===== src/rtl/kstd_pkg.sv =====
// kstd_pkg: shared types and constants for the keyed slot table with decay
// no dependencies
package kstd_pkg;
	localparam int SlotCount = 32;
	localparam int SlotW     = 5;
	localparam int CountW    = 6;
	localparam int KeyW      = 16;
	localparam int TimeW     = 32;
	localparam int RadW      = 16;
	localparam int FrameW    = 10;
	localparam int GraceMs   = 32;

	// floor(x / 1000) for x below 2^26 as (x * LossRecip) >> LossShift
	localparam int              LossShift = 36;
	localparam int              RecipW    = 27;
	localparam int              FrameRecW = 37;
	localparam logic [26:0]     LossRecip = 27'd68719477;

	typedef enum logic [1:0] {
		MODE_ALLOC = 2'd0,
		MODE_TICK  = 2'd1,
		MODE_CLEAR = 2'd2,
		MODE_NONE  = 2'd3
	} mode_t;

	localparam logic [1:0] HOW_KEY   = 2'd0;
	localparam logic [1:0] HOW_EXP   = 2'd1;
	localparam logic [1:0] HOW_FALLB = 2'd2;

	// one slot as it travels along the chain
	typedef struct packed {
		logic [KeyW-1:0]  key;
		logic [TimeW-1:0] expiry;
		logic [RadW-1:0]  radius;
		logic [RadW-1:0]  decay;
	} slot_t;

	// command broadcast to every cell during one pass
	typedef struct packed {
		logic             shift;
		logic             clear;
	} cell_ctl_t;
endpackage


===== src/rtl/kstd_cell.sv =====
// kstd_cell: one slot register of the circulating chain
// depends on kstd_pkg
module kstd_cell (
	input  logic                clk,
	input  logic                arst_n,
	input  kstd_pkg::cell_ctl_t ctl,
	input  kstd_pkg::slot_t     din,
	output kstd_pkg::slot_t     dout
);
	kstd_pkg::slot_t slot_q;

	// pass the neighbour's slot on each shift; clear zeroes it
	always_ff @(posedge clk or negedge arst_n) begin
		if (!arst_n) begin
			slot_q <= '0;
		end else if (ctl.clear) begin
			slot_q <= '0;
		end else if (ctl.shift) begin
			slot_q <= din;
		end
	end

	assign dout = slot_q;
endmodule


===== src/rtl/kstd_proc.sv =====
// kstd_proc: per-slot work at the head of the chain (match, expiry, decay)
// depends on kstd_pkg
module kstd_proc (
	input  logic                    clk,
	input  logic                    arst_n,
	input  logic                    start,
	input  logic                    step,
	input  logic [1:0]              mode,
	input  logic [kstd_pkg::KeyW-1:0]  key,
	input  logic [kstd_pkg::TimeW-1:0] now_ms,
	input  logic [kstd_pkg::FrameW-1:0] frame_ms,
	input  logic [kstd_pkg::SlotW-1:0] idx,
	input  kstd_pkg::slot_t         din,
	output kstd_pkg::slot_t         dout,
	output logic                    key_hit_q,
	output logic                    exp_hit_q,
	output logic [kstd_pkg::SlotW-1:0] key_slot_q,
	output logic [kstd_pkg::SlotW-1:0] exp_slot_q
);
	logic [kstd_pkg::TimeW-1:0]     limit;
	logic [kstd_pkg::FrameRecW-1:0] fm_q;
	logic [52:0]                    prod;
	logic [16:0]                    loss;
	logic                           live;

	assign limit = (now_ms >= kstd_pkg::TimeW'(kstd_pkg::GraceMs))
		? now_ms - kstd_pkg::TimeW'(kstd_pkg::GraceMs) : '0;
	// frame time already scaled by the reciprocal of 1000, one multiply per slot
	assign prod  = 53'(din.decay) * 53'(fm_q);
	assign loss  = prod[52:kstd_pkg::LossShift];
	assign live  = din.radius != '0;

	// tick rewrites the radius as the slot passes; other modes pass it on
	always_comb begin
		dout = din;
		if (mode == kstd_pkg::MODE_TICK && live) begin
			if (din.expiry < limit || loss >= {1'b0, din.radius}) begin
				dout.radius = '0;
			end else begin
				dout.radius = din.radius - loss[kstd_pkg::RadW-1:0];
			end
		end
	end

	// first key match and first expired slot seen during the pass
	always_ff @(posedge clk or negedge arst_n) begin
		if (!arst_n) begin
			key_hit_q  <= 1'b0;
			exp_hit_q  <= 1'b0;
			key_slot_q <= '0;
			exp_slot_q <= '0;
			fm_q       <= '0;
		end else if (start) begin
			key_hit_q <= 1'b0;
			exp_hit_q <= 1'b0;
			fm_q      <= kstd_pkg::FrameRecW'(frame_ms) *
				kstd_pkg::FrameRecW'(kstd_pkg::LossRecip);
		end else if (step) begin
			if (!key_hit_q && key != '0 && din.key == key) begin
				key_hit_q  <= 1'b1;
				key_slot_q <= idx;
			end
			if (!exp_hit_q && din.expiry < now_ms) begin
				exp_hit_q  <= 1'b1;
				exp_slot_q <= idx;
			end
		end
	end
endmodule


===== src/rtl/keyed_slot_table_with_decay_unit.sv =====
// keyed_slot_table_with_decay_unit: top level, chain of slot cells and sequencer
// depends on kstd_pkg, kstd_cell, kstd_proc
//
// channel  dir  fields (lsb first)
// s_axis   in   tdata: mode key now_ms expire_ms start_radius decay_rate frame_ms
// m_axis   out  tdata: slot how_found live_count
//
// allocate: result posted after a search pass and a write pass over all slots,
// then the done state; tick, clear and unused mode 3: one pass over all slots,
// then the done state. the slot at the head passes the shared match/decay unit
// once per cycle. input ready returns the cycle after the result transfer, so a
// new item is taken only once the last result has gone.
// reset clears the table; a held result stalls the next item until taken.
module keyed_slot_table_with_decay_unit (
	input  logic         clk,
	input  logic         arst_n,
	input  logic         s_axis_tvalid,
	output logic         s_axis_tready,
	input  logic [127:0] s_axis_tdata,  // mode, key, now_ms, expire_ms, start_radius, decay_rate, frame_ms
	output logic         m_axis_tvalid,
	input  logic         m_axis_tready,
	output logic [15:0]  m_axis_tdata   // slot, how_found, live_count
);
	localparam int N = kstd_pkg::SlotCount;

	typedef enum logic [2:0] {ST_IDLE, ST_SEARCH, ST_WRITE, ST_TICK, ST_DONE} state_t;

	state_t                         state_q;
	logic [1:0]                     mode_q;
	logic [kstd_pkg::KeyW-1:0]      key_q;
	logic [kstd_pkg::TimeW-1:0]     now_q, exp_q;
	logic [kstd_pkg::RadW-1:0]      rad_q, dec_q;
	logic [kstd_pkg::SlotW:0]       cnt_q;
	logic [kstd_pkg::SlotW-1:0]     sel_q;
	logic [1:0]                     how_q;
	logic [kstd_pkg::CountW-1:0]    live_q;
	logic                           busy_q;

	kstd_pkg::slot_t   chain [N];
	kstd_pkg::slot_t   head_in, proc_out;
	kstd_pkg::cell_ctl_t ctl;
	logic key_hit, exp_hit;
	logic [kstd_pkg::SlotW-1:0] key_slot, exp_slot, idx;
	logic accept, step, start;
	kstd_pkg::slot_t wr_slot;
	logic [kstd_pkg::SlotW-1:0] wsel;

	assign accept = s_axis_tvalid && s_axis_tready;
	assign s_axis_tready = !busy_q && !m_axis_tvalid;
	assign idx = cnt_q[kstd_pkg::SlotW-1:0];
	assign step = state_q == ST_SEARCH;
	assign start = accept;
	assign ctl.shift = state_q == ST_SEARCH || state_q == ST_WRITE || state_q == ST_TICK;
	assign ctl.clear = accept && s_axis_tdata[1:0] == kstd_pkg::MODE_CLEAR;

	// the selected slot is written as it enters the tail in the write pass; key match wins, then expiry, else slot 0
	always_comb begin
		wsel = key_hit ? key_slot : (exp_hit ? exp_slot : '0);
		wr_slot = '{key_q, exp_q, rad_q, dec_q};
	end

	// cell 0 is the head; slot i sits at cell 0 after i shifts
	assign head_in = chain[0];

	kstd_proc u_proc (
		.clk, .arst_n, .start, .step, .mode(mode_q), .key(key_q), .now_ms(now_q),
		.frame_ms(s_axis_tdata[123:114]), .idx, .din(head_in), .dout(proc_out),
		.key_hit_q(key_hit), .exp_hit_q(exp_hit),
		.key_slot_q(key_slot), .exp_slot_q(exp_slot)
	);

	// ring: head output goes to the tail, others move towards the head
	for (genvar g = 0; g < N; g++) begin : g_cell
		kstd_pkg::slot_t d;
		always_comb begin
			if (g == N-1) begin
				d = proc_out;
				if (state_q == ST_WRITE && idx == wsel) begin
					d = wr_slot;
				end
			end else begin
				d = chain[g+1];
			end
		end
		kstd_cell u_cell (.clk, .arst_n, .ctl, .din(d), .dout(chain[g]));
	end

	// sequencer and result register
	always_ff @(posedge clk or negedge arst_n) begin
		if (!arst_n) begin
			state_q <= ST_IDLE;
			busy_q <= 1'b0;
			m_axis_tvalid <= 1'b0;
			cnt_q <= '0;
			live_q <= '0;
			how_q <= '0;
			sel_q <= '0;
			mode_q <= '0;
			key_q <= '0;
			now_q <= '0;
			exp_q <= '0;
			rad_q <= '0;
			dec_q <= '0;
		end else begin
			if (m_axis_tvalid && m_axis_tready) m_axis_tvalid <= 1'b0;
			case (state_q)
				ST_IDLE: begin
					if (accept) begin
						mode_q  <= s_axis_tdata[1:0];
						key_q   <= s_axis_tdata[17:2];
						now_q   <= s_axis_tdata[49:18];
						exp_q   <= s_axis_tdata[81:50];
						rad_q   <= s_axis_tdata[97:82];
						dec_q   <= s_axis_tdata[113:98];
						busy_q  <= 1'b1;
						cnt_q   <= '0;
						live_q  <= '0;
						how_q   <= '0;
						sel_q   <= '0;
						state_q <= (s_axis_tdata[1:0] == kstd_pkg::MODE_ALLOC) ? ST_SEARCH :
							ST_TICK;
					end
				end
				ST_SEARCH: begin
					if (cnt_q == (kstd_pkg::SlotW+1)'(N-1)) begin
						cnt_q <= '0;
						state_q <= ST_WRITE;
					end else begin
						cnt_q <= cnt_q + 1'b1;
					end
				end
				ST_WRITE: begin
					if (cnt_q == '0) begin
						if (key_hit) begin
							sel_q <= key_slot; how_q <= kstd_pkg::HOW_KEY;
						end else if (exp_hit) begin
							sel_q <= exp_slot; how_q <= kstd_pkg::HOW_EXP;
						end else begin
							sel_q <= '0; how_q <= kstd_pkg::HOW_FALLB;
						end
					end
					cnt_q <= cnt_q + 1'b1;
					if (cnt_q == (kstd_pkg::SlotW+1)'(N-1)) state_q <= ST_DONE;
				end
				ST_TICK: begin
					if (proc_out.radius != '0) live_q <= live_q + 1'b1;
					cnt_q <= cnt_q + 1'b1;
					if (cnt_q == (kstd_pkg::SlotW+1)'(N-1)) state_q <= ST_DONE;
				end
				ST_DONE: begin
					busy_q <= 1'b0;
					m_axis_tvalid <= 1'b1;
					state_q <= ST_IDLE;
				end
				default: state_q <= ST_IDLE;
			endcase
		end
	end

	// live count during the write pass, using the slot as it enters the tail
	logic [kstd_pkg::CountW-1:0] wlive_q;
	always_ff @(posedge clk or negedge arst_n) begin
		if (!arst_n) begin
			wlive_q <= '0;
		end else if (accept) begin
			wlive_q <= '0;
		end else if (state_q == ST_WRITE) begin
			if ((idx == wsel ? wr_slot.radius : proc_out.radius) != '0)
				wlive_q <= wlive_q + 1'b1;
		end
	end

	assign m_axis_tdata = {3'b0, (mode_q == kstd_pkg::MODE_ALLOC) ? wlive_q : live_q,
		how_q, sel_q};

	ap_one_pass: assert property (@(posedge clk) disable iff (!arst_n)
		accept |=> busy_q) else $error("busy not raised");
	ap_no_accept_busy: assert property (@(posedge clk) disable iff (!arst_n)
		busy_q |-> !s_axis_tready) else $error("accept while busy");
	ap_done_valid: assert property (@(posedge clk) disable iff (!arst_n)
		state_q == ST_DONE |=> m_axis_tvalid) else $error("no result");
endmodule

===== config.mk =====
export PLATFORM = sky130hd
export DESIGN_NAME = keyed_slot_table_with_decay_unit
export DESIGN_NICKNAME = d
export VERILOG_FILES = /design/src/rtl/kstd_pkg.sv /design/src/rtl/kstd_cell.sv /design/src/rtl/kstd_proc.sv /design/src/rtl/keyed_slot_table_with_decay_unit.sv
export SDC_FILE = /design/constraint.sdc
export NUM_CORES = 2
export LEC_CHECK = 0
export ABC_AREA = 0
export BUFFER_PORTS_ARGS = -buffer_cell sky130_fd_sc_hd__buf_2
export CORE_ASPECT_RATIO = 0.7
export CORE_UTILIZATION = 30
export DETAILED_ROUTE_END_ITERATION = 10
export RECOVER_POWER = 25
export SLEW_MARGIN = 0
export SYNTH_ARGS = -nofsm -noshare
export SYNTH_HDL_FRONTEND = slang
export SYNTH_SLANG_ARGS = --single-unit
export TNS_END_PERCENT = 5

===== constraint.sdc =====
create_clock -name clk -period 8.75 [get_ports clk]
set_input_delay 0.875 -clock clk [delete_from_list [all_inputs] [get_ports clk]]
set_output_delay 0.875 -clock clk [all_outputs]
set_load 0.03 [all_outputs]

---- Word level (Yosys, flattened, before mapping) ----
Index checks and enable logic that the tools add are counted.
cells by class
  $add $sub $neg .......................... 5
  multipliers ............................. 2
  order comparisons ....................... 4
  eq/ne operators ......................... 14
  muxes and demuxes ....................... 103
  bitwise gates (word level) .............. 1
  reduce and logical (&&, ||, !) cells .... 47
operators with widths
  cell                      count
  $mux W80                  65
  $lt A32 B32 Y1            2
  $reduce_bool A16 Y1       4
  $mul A16 B37 Y53          1
  $mux W16                  3
  $mux W6                   7
  $mul A10 B27 Y37 const B  1
  $ge A32 B6 Y1 const B     1
  $mux W32                  1
  $sub A32 B6 Y32 const B   1
  $mux W5                   4
  $reduce_bool A2 Y1        10
  $add A6 B1 Y6 const B     3
  $pmux W6 S3               1
  $ge A17 B16 Y1            1
  $eq A16 B16 Y1            1
  $sub A16 B16 Y16          1
  $reduce_and A3 Y1         5
  $pmux W6 S2               1
  $reduce_and A2 Y1         6
  $mux W2                   5
  $pmux W5 S2               1
  $logic_and A1 B1 Y1       9
  $mux W1                   9
  other kinds (21)          33
word-level totals
  bits in registers ....................... 2753
  input bits .............................. 132
  output and inout bits ................... 18
  word-level logic and storage cells ...... 323

---- Longest topological paths before layout ----
  depth in word-level cells ............... 11
  gate-level depth with buffers ........... 38
  gate-level depth less buffers ........... 36

---- By module ----
From an unflattened synthesis, not the netlist that was laid out.
unflattened totals
  cell total of the unflattened synthesis .. 12231
  area, all modules ....................... 139209.8 sq um
by module, submodules not included
  module                            instances  cells an instance  area each (sq um)  sequential area each (sq um)
  kstd_cell                         32         258                3269.4             2001.9
  kstd_proc                         1          3198               27531.4            1226.2
  keyed_slot_table_with_decay_unit  1          777                7058.0             3603.5

---- Least setup slack after synthesis ----
OpenSTA, ideal clock, no wires.
  path type ............................... flip-flop to flip-flop
  from .................................... register g_cell[0].u_cell.slot_q, in the netlist g_cell[0].u_cell.dout[7]
  to ...................................... register live_q[5] (netlist name)
  arrival time ............................ 8.915 ns
  required time ........................... 8.630 ns
  setup slack ............................. -0.285 ns
  cell stages (with the launch flop) ...... 36
  path buffers ............................ 3
  period minus slack after synthesis ...... 9.035 ns
  cells stage by stage .................... dfrtp_1 clkbuf_1 buf_1 nand2_1 fa_1 inv_1 fa_1 inv_1 fa_1 inv_1 fa_1 fa_1 inv_1 fa_1 inv_1 ha_1 a2111oi_0 o21ai_0 o311ai_0 and3b_1 o21ai_0 a21o_1 xor2_1 ha_1 clkbuf_1 a21o_1 a211o_1 a22o_1 a211oi_1 a21oi_1 mux2i_1 or4b_1 a21boi_0 a21oi_1 a32o_1 a31o_2
between the ends
  cells in the longest elaborated chain, start to end .. 8
RTL lines
  element                        RTL line                                 source
  start: declaration             kstd_cell.sv:10                          kstd_pkg::slot_t slot_q;
  start signal: assignment       kstd_cell.sv:19                          slot_q <= din;
  $mul A16 B37 Y53 *             kstd_proc.sv:29                          assign prod = 53'(din.decay) * 53'(fm_q);
  $ge A17 B16 Y1                 kstd_proc.sv:37                          if (din.expiry < limit || loss >= {1'b0, din.radius}) begin
  $logic_or A1 B1 Y1             kstd_proc.sv:37
  $mux W16 *                     kstd_proc.sv:37
  $mux W16 *                     kstd_proc.sv:36                          if (mode == kstd_pkg::MODE_TICK && live) begin
  $reduce_bool A16 Y1 *          keyed_slot_table_with_decay_unit.sv:146  if (proc_out.radius != '0) live_q <= live_q + 1'b1;
  $ne A2 B1 Y1 (no line) *       n/a
  $reduce_and A3 Y1 (no line) *  n/a
  end signal: assignment         keyed_slot_table_with_decay_unit.sv:146
  end: declaration               keyed_slot_table_with_decay_unit.sv:36   logic [kstd_pkg::CountW-1:0] live_q;
Mark *: on every way between the ends. The rest lies on a longest branch, timed or not.
A chain may end at the register's enable or synchronous reset.

---- Worst setup path in the final report ----
  from .................................... register g_cell[0].u_cell.slot_q, in the netlist g_cell[0].u_cell.dout[1]
  to ...................................... register wlive_q[5] (netlist name)
between the ends
  cells in the longest elaborated chain, start to end .. 9
RTL lines
  element                         RTL line                                 source
  $mul A16 B37 Y53 *              kstd_proc.sv:29
  $ge A17 B16 Y1                  kstd_proc.sv:37
  $logic_or A1 B1 Y1              kstd_proc.sv:37
  $mux W16 *                      kstd_proc.sv:37
  $mux W16 *                      kstd_proc.sv:36
  $mux W16 *                      keyed_slot_table_with_decay_unit.sv:168  if ((idx == wsel ? wr_slot.radius : proc_out.radius) != '0)
  $reduce_bool A16 Y1 *           keyed_slot_table_with_decay_unit.sv:168
  $reduce_bool A2 Y1 (no line) *  n/a
  $reduce_and A2 Y1 (no line) *   n/a
  end signal: assignment          keyed_slot_table_with_decay_unit.sv:169  wlive_q <= wlive_q + 1'b1;
  end: declaration                keyed_slot_table_with_decay_unit.sv:161  logic [kstd_pkg::CountW-1:0] wlive_q;
Marks and branches as above.

==> summary.txt <==
STA
  • Worst slew pin tran: 7.32 ns
  • Maximum clock frequency: 0.110 GHz
  • Worst hold slack after final layout: 0.150 ns
  • Share of the cycle needed by the critical path after routing: 1.04
  • Final period demand of the worst path: 9.06 ns
  • Headroom to the max-slew limit: -3.88
  • Final Skew: 0.106 ns
  • Worst setup margin: -0.314 ns
  • Number of max-slew violations in the final report: 190
  • Number of setup violations in the final report: 12
  • Total negative slack: -2.51 ns
  • Unrepaired setup endpoints after global routing: yes
  • Number of failing hold endpoints at the final stage: 0

Logic synthesis
  • Synthesized instance count: 9639
  • Library cell with the largest summed area after synthesis: sky130_fd_sc_hd__dfrtp_1
  • Sequential share of the synthesized area: 0.564
  • Async S/R FF share, synth: 1.00
  • Post-synth EDFFs: 0
  • Total of warnings raised by yosys: 0
  • Top flip-flop cell by instance count after synthesis: sky130_fd_sc_hd__dfrtp_1
  • Count of unique library cells instantiated by Yosys: 69
  • Top post-synthesis cells by area: sky130_fd_sc_hd__dfrtp_1 56%, sky130_fd_sc_hd__a22o_1 18%, sky130_fd_sc_hd__fa_1 8.9%
  • Number of synthesized register bits: 2753
  • Syn Std Cell Area: 122000 um^2
  • Share of Yosys cell area claimed by the top area cell type: 0.564
  • Mean Syn Cell Area: 12.7 um^2

Layout
  • Finished Layout Cells: 15300
  • Fraction of final layout cells with drive strength greater than 1: 0.109
  • Area occupied by multi-input gates: 48100 um^2
  • Layout-stage area growth over the synthesis result: 14.2%
  • Post-layout utilization of the core: 0.345
  • Commonest cells after routing, fill and taps aside: 2737 x sky130_fd_sc_hd__dfrtp_1, 2481 x sky130_fd_sc_hd__a22o_1, 903 x sky130_fd_sc_hd__nand2_1
  • Nets: 10700
  • Fillers: 39300
  • FF+latch area: 68900 um^2
  • Leading cell type in the layout, fill and taps excluded: sky130_fd_sc_hd__dfrtp_1

Clock network
  • Root buffer selected by CTS: sky130_fd_sc_hd__clkbuf_16
  • Reg clk slew, reported paths: 0.07 ns
  • TritonCTS Buffers: 243
  • Clock insertion delay at the later pin of the skew report: 0.90 ns
  • TritonCTS clock tree: built
  • Count of clock tree sinks: 2753
  • Number of H-tree levels: 4
  • Worst-case clock buffer depth: 4

Floorplanning
  • Number of ports placed on the die boundary: 150
  • Core box area: 404000 um^2
  • X dimension of the die: 764 um
  • Starting density of the core: 0.302
  • DIE AREA: 409000 um^2
  • Die Span Y: 536 um
  • Number of standard-cell rows in the floorplan: 195

Placement
  • I/O Buffers: 142
  • Worst setup slack after placement: -1.36 ns
  • Placer congestion estimate: 0.856
  • Post-placement cell count: 14800
  • DP HPWL: 165000 um

Route
  • Routed len/inst: 17.1 um
  • Number of remaining DRC errors: 0
  • WL met2: 108000 um
  • Drt via density: 4.85
  • Violation count after the first detailed-route iteration: 6219
  • First-pass iteration count of the detailed router: 5
  • Routed length on met1: 135000 um
  • Aggregate routed wire length: 261000 um
  • Total via count after detailed routing: 74100
  • Routed wl met3: 13200 um
  • Top metal layer carrying routed signals: met5
  • Number of antenna-violating nets in the routed design: 0

Min path
  • Depth of the worst hold-timing path: 2
  • Hold Path Class: in -> reg

Run
  • Max Cap Violations: 2

Critical path
  • CP max FO: 7
  • Critical path's largest stage delay: 0.54 ns
  • CP Capture Type: flip-flop
  • Depth of the worst register-to-register path: 40
  • Startpoint types: flip-flop
  • Type of the setup path with the least slack: reg -> reg
  • Required @ worst endpoint: 9.58 ns
  • Endpoint arrival time on the critical path: 9.89 ns
  • Slowest stage cell on the critical path: sky130_fd_sc_hd__fa_1

Run status
  • Result of the run: complete, but fails checks
  • Violated checks: max-capacitance violations, max-slew violations, negative setup slack

GRT
  • Overall track demand over capacity in global routing: 0.127
  • Antenna violations before repair: 13
  • Pin count of the biggest net entering global routing: 250
  • Leftover overflow at the end of global routing: 0
  • Via count of the first global-routing pass: 74100
  • Wire length of the first global-routing pass: 431000 um

Power
  • Power per cell area: 190 nW/um^2
  • Maximum ir drop on the vdd rail: 0.000167 V
  • Static leakage: 68.2 nW
-- timing repair --
| item | 4_1_cts | 5_1_grt |
|---|---|---|
| resized for setup | 101 | 43 |
| hold buffers | 1 | 0 |
| pin swaps | 60 | 20 |
| gates cloned | 1 | 0 |
| hold endpoints to repair | 20 | 0 |
| buffers inserted | 18 | 2 |
| endpoints found under the setup margin | 28 | 28 |
-- power breakdown --
group,switching (mW),internal (mW)
combinational,1.43,0.847
sequential,0.149,12.8
clock,4.87,6.39
-- cell type report --
cell class                      instances  area share
Antenna cell                            7    0.000126
Clock buffer                          329      0.0498
Clock inverter                        105      0.0101
Inverter                              731      0.0197
Multi-Input combinational cell       5406       0.345
Sequential cell                      2753       0.494
Tap cell                             5417      0.0486
Timing Repair Buffer                  528      0.0322
-- critical path, delay by kind of cell, from the launching register on --
family	cells	cell delay (ns)
buffers and inverters	13	1.40
flip-flops	1	0.49
multiplexers	1	0.17
AND/OR/NAND/NOR	5	0.92
AO/OA/AOI/OAI	12	2.46
XOR/XNOR	1	0.14
adder cells (fa/ha/maj)	8	3.50
-- synthesized netlist by cell type (5+ instances only) --
cell type,instances
sky130_fd_sc_hd__nor2_1,87
sky130_fd_sc_hd__a211o_1,7
sky130_fd_sc_hd__nand2_1,905
sky130_fd_sc_hd__or4_1,7
sky130_fd_sc_hd__o211ai_1,12
sky130_fd_sc_hd__and2_1,192
sky130_fd_sc_hd__a31o_2,8
sky130_fd_sc_hd__xor2_1,24
sky130_fd_sc_hd__buf_1,23
sky130_fd_sc_hd__a211oi_1,23
sky130_fd_sc_hd__a31oi_1,14
sky130_fd_sc_hd__mux2i_1,69
sky130_fd_sc_hd__nor2b_1,12
sky130_fd_sc_hd__clkbuf_1,724
sky130_fd_sc_hd__nor3_1,36
sky130_fd_sc_hd__o31a_1,6
sky130_fd_sc_hd__a21o_1,43
sky130_fd_sc_hd__nor4_1,23
sky130_fd_sc_hd__nand4_1,32
sky130_fd_sc_hd__o31ai_1,9
sky130_fd_sc_hd__fa_1,542
sky130_fd_sc_hd__a221oi_1,13
sky130_fd_sc_hd__nand2b_1,14
sky130_fd_sc_hd__dfrtp_1,2753
sky130_fd_sc_hd__ha_1,327
sky130_fd_sc_hd__and3_1,7
sky130_fd_sc_hd__a21oi_1,87
sky130_fd_sc_hd__nand3_1,33
sky130_fd_sc_hd__inv_1,730
sky130_fd_sc_hd__a22o_1,2481
sky130_fd_sc_hd__o21ai_0,210
sky130_fd_sc_hd__xnor2_1,74
sky130_fd_sc_hd__o21a_1,18
sky130_fd_sc_hd__o21bai_1,5
sky130_fd_sc_hd__or2_2,10
sky130_fd_sc_hd__a2111oi_0,5
sky130_fd_sc_hd__mux2_2,22
-- kinds of logic after synthesis --
family / Yosys count / synth area share
AO/OA/AOI/OAI: 2968 / 0.203
XOR/XNOR: 98 / 0.00703
adder cells (fa/ha/maj): 869 / 0.122
buffers and inverters: 1482 / 0.0457
flip-flops: 2753 / 0.564
multiplexers: 91 / 0.00769
other: 1 / 0.0000307
AND/OR/NAND/NOR: 1377 / 0.0502
-- path summary, 6_finish.rpt --
check / from / endpoint / slack, ns
max: g_cell[0].u_cell.dout[1] / wlive_q[5] / -0.31
min: m_axis_tready / m_axis_tvalid / 0.15
max reg2reg: g_cell[0].u_cell.dout[1] / wlive_q[5] / -0.31
min reg2reg: g_cell[18].u_cell.dout[55] / g_cell[17].u_cell.dout[55] / 0.43
max in group asynchronous: arst_n / g_cell[0].u_cell.dout[5] / 0.91
min in group asynchronous: arst_n / g_cell[19].u_cell.dout[52] / 3.11
-- layer usage --
metal	GRT usage	vias up
met5	0	-
met2	0.173	1208
li1	-	34400
met3	0.0218	272
met4	0.0229	2
met1	0.208	38300
-- per-stage QoR --
step	instance area, um^2	power, mW
CTS	139000	26.9
global placement	130000	15.5
detailed placement	130000	15.5
global route	139000	27.6
finish	139000	26.5
floorplan	122000	14.3
-- flip-flops by register name, indices dropped and copies added (netlist names), 6 cells and up --
signal	flops
u_proc.fm_q	37
g_cell.u_cell.dout	2560
exp_q	32
live_q	6
key_q	16
dec_q	16
now_q	32
rad_q	16
cnt_q	6
wlive_q	6
(Power assumes the default switching activity.)
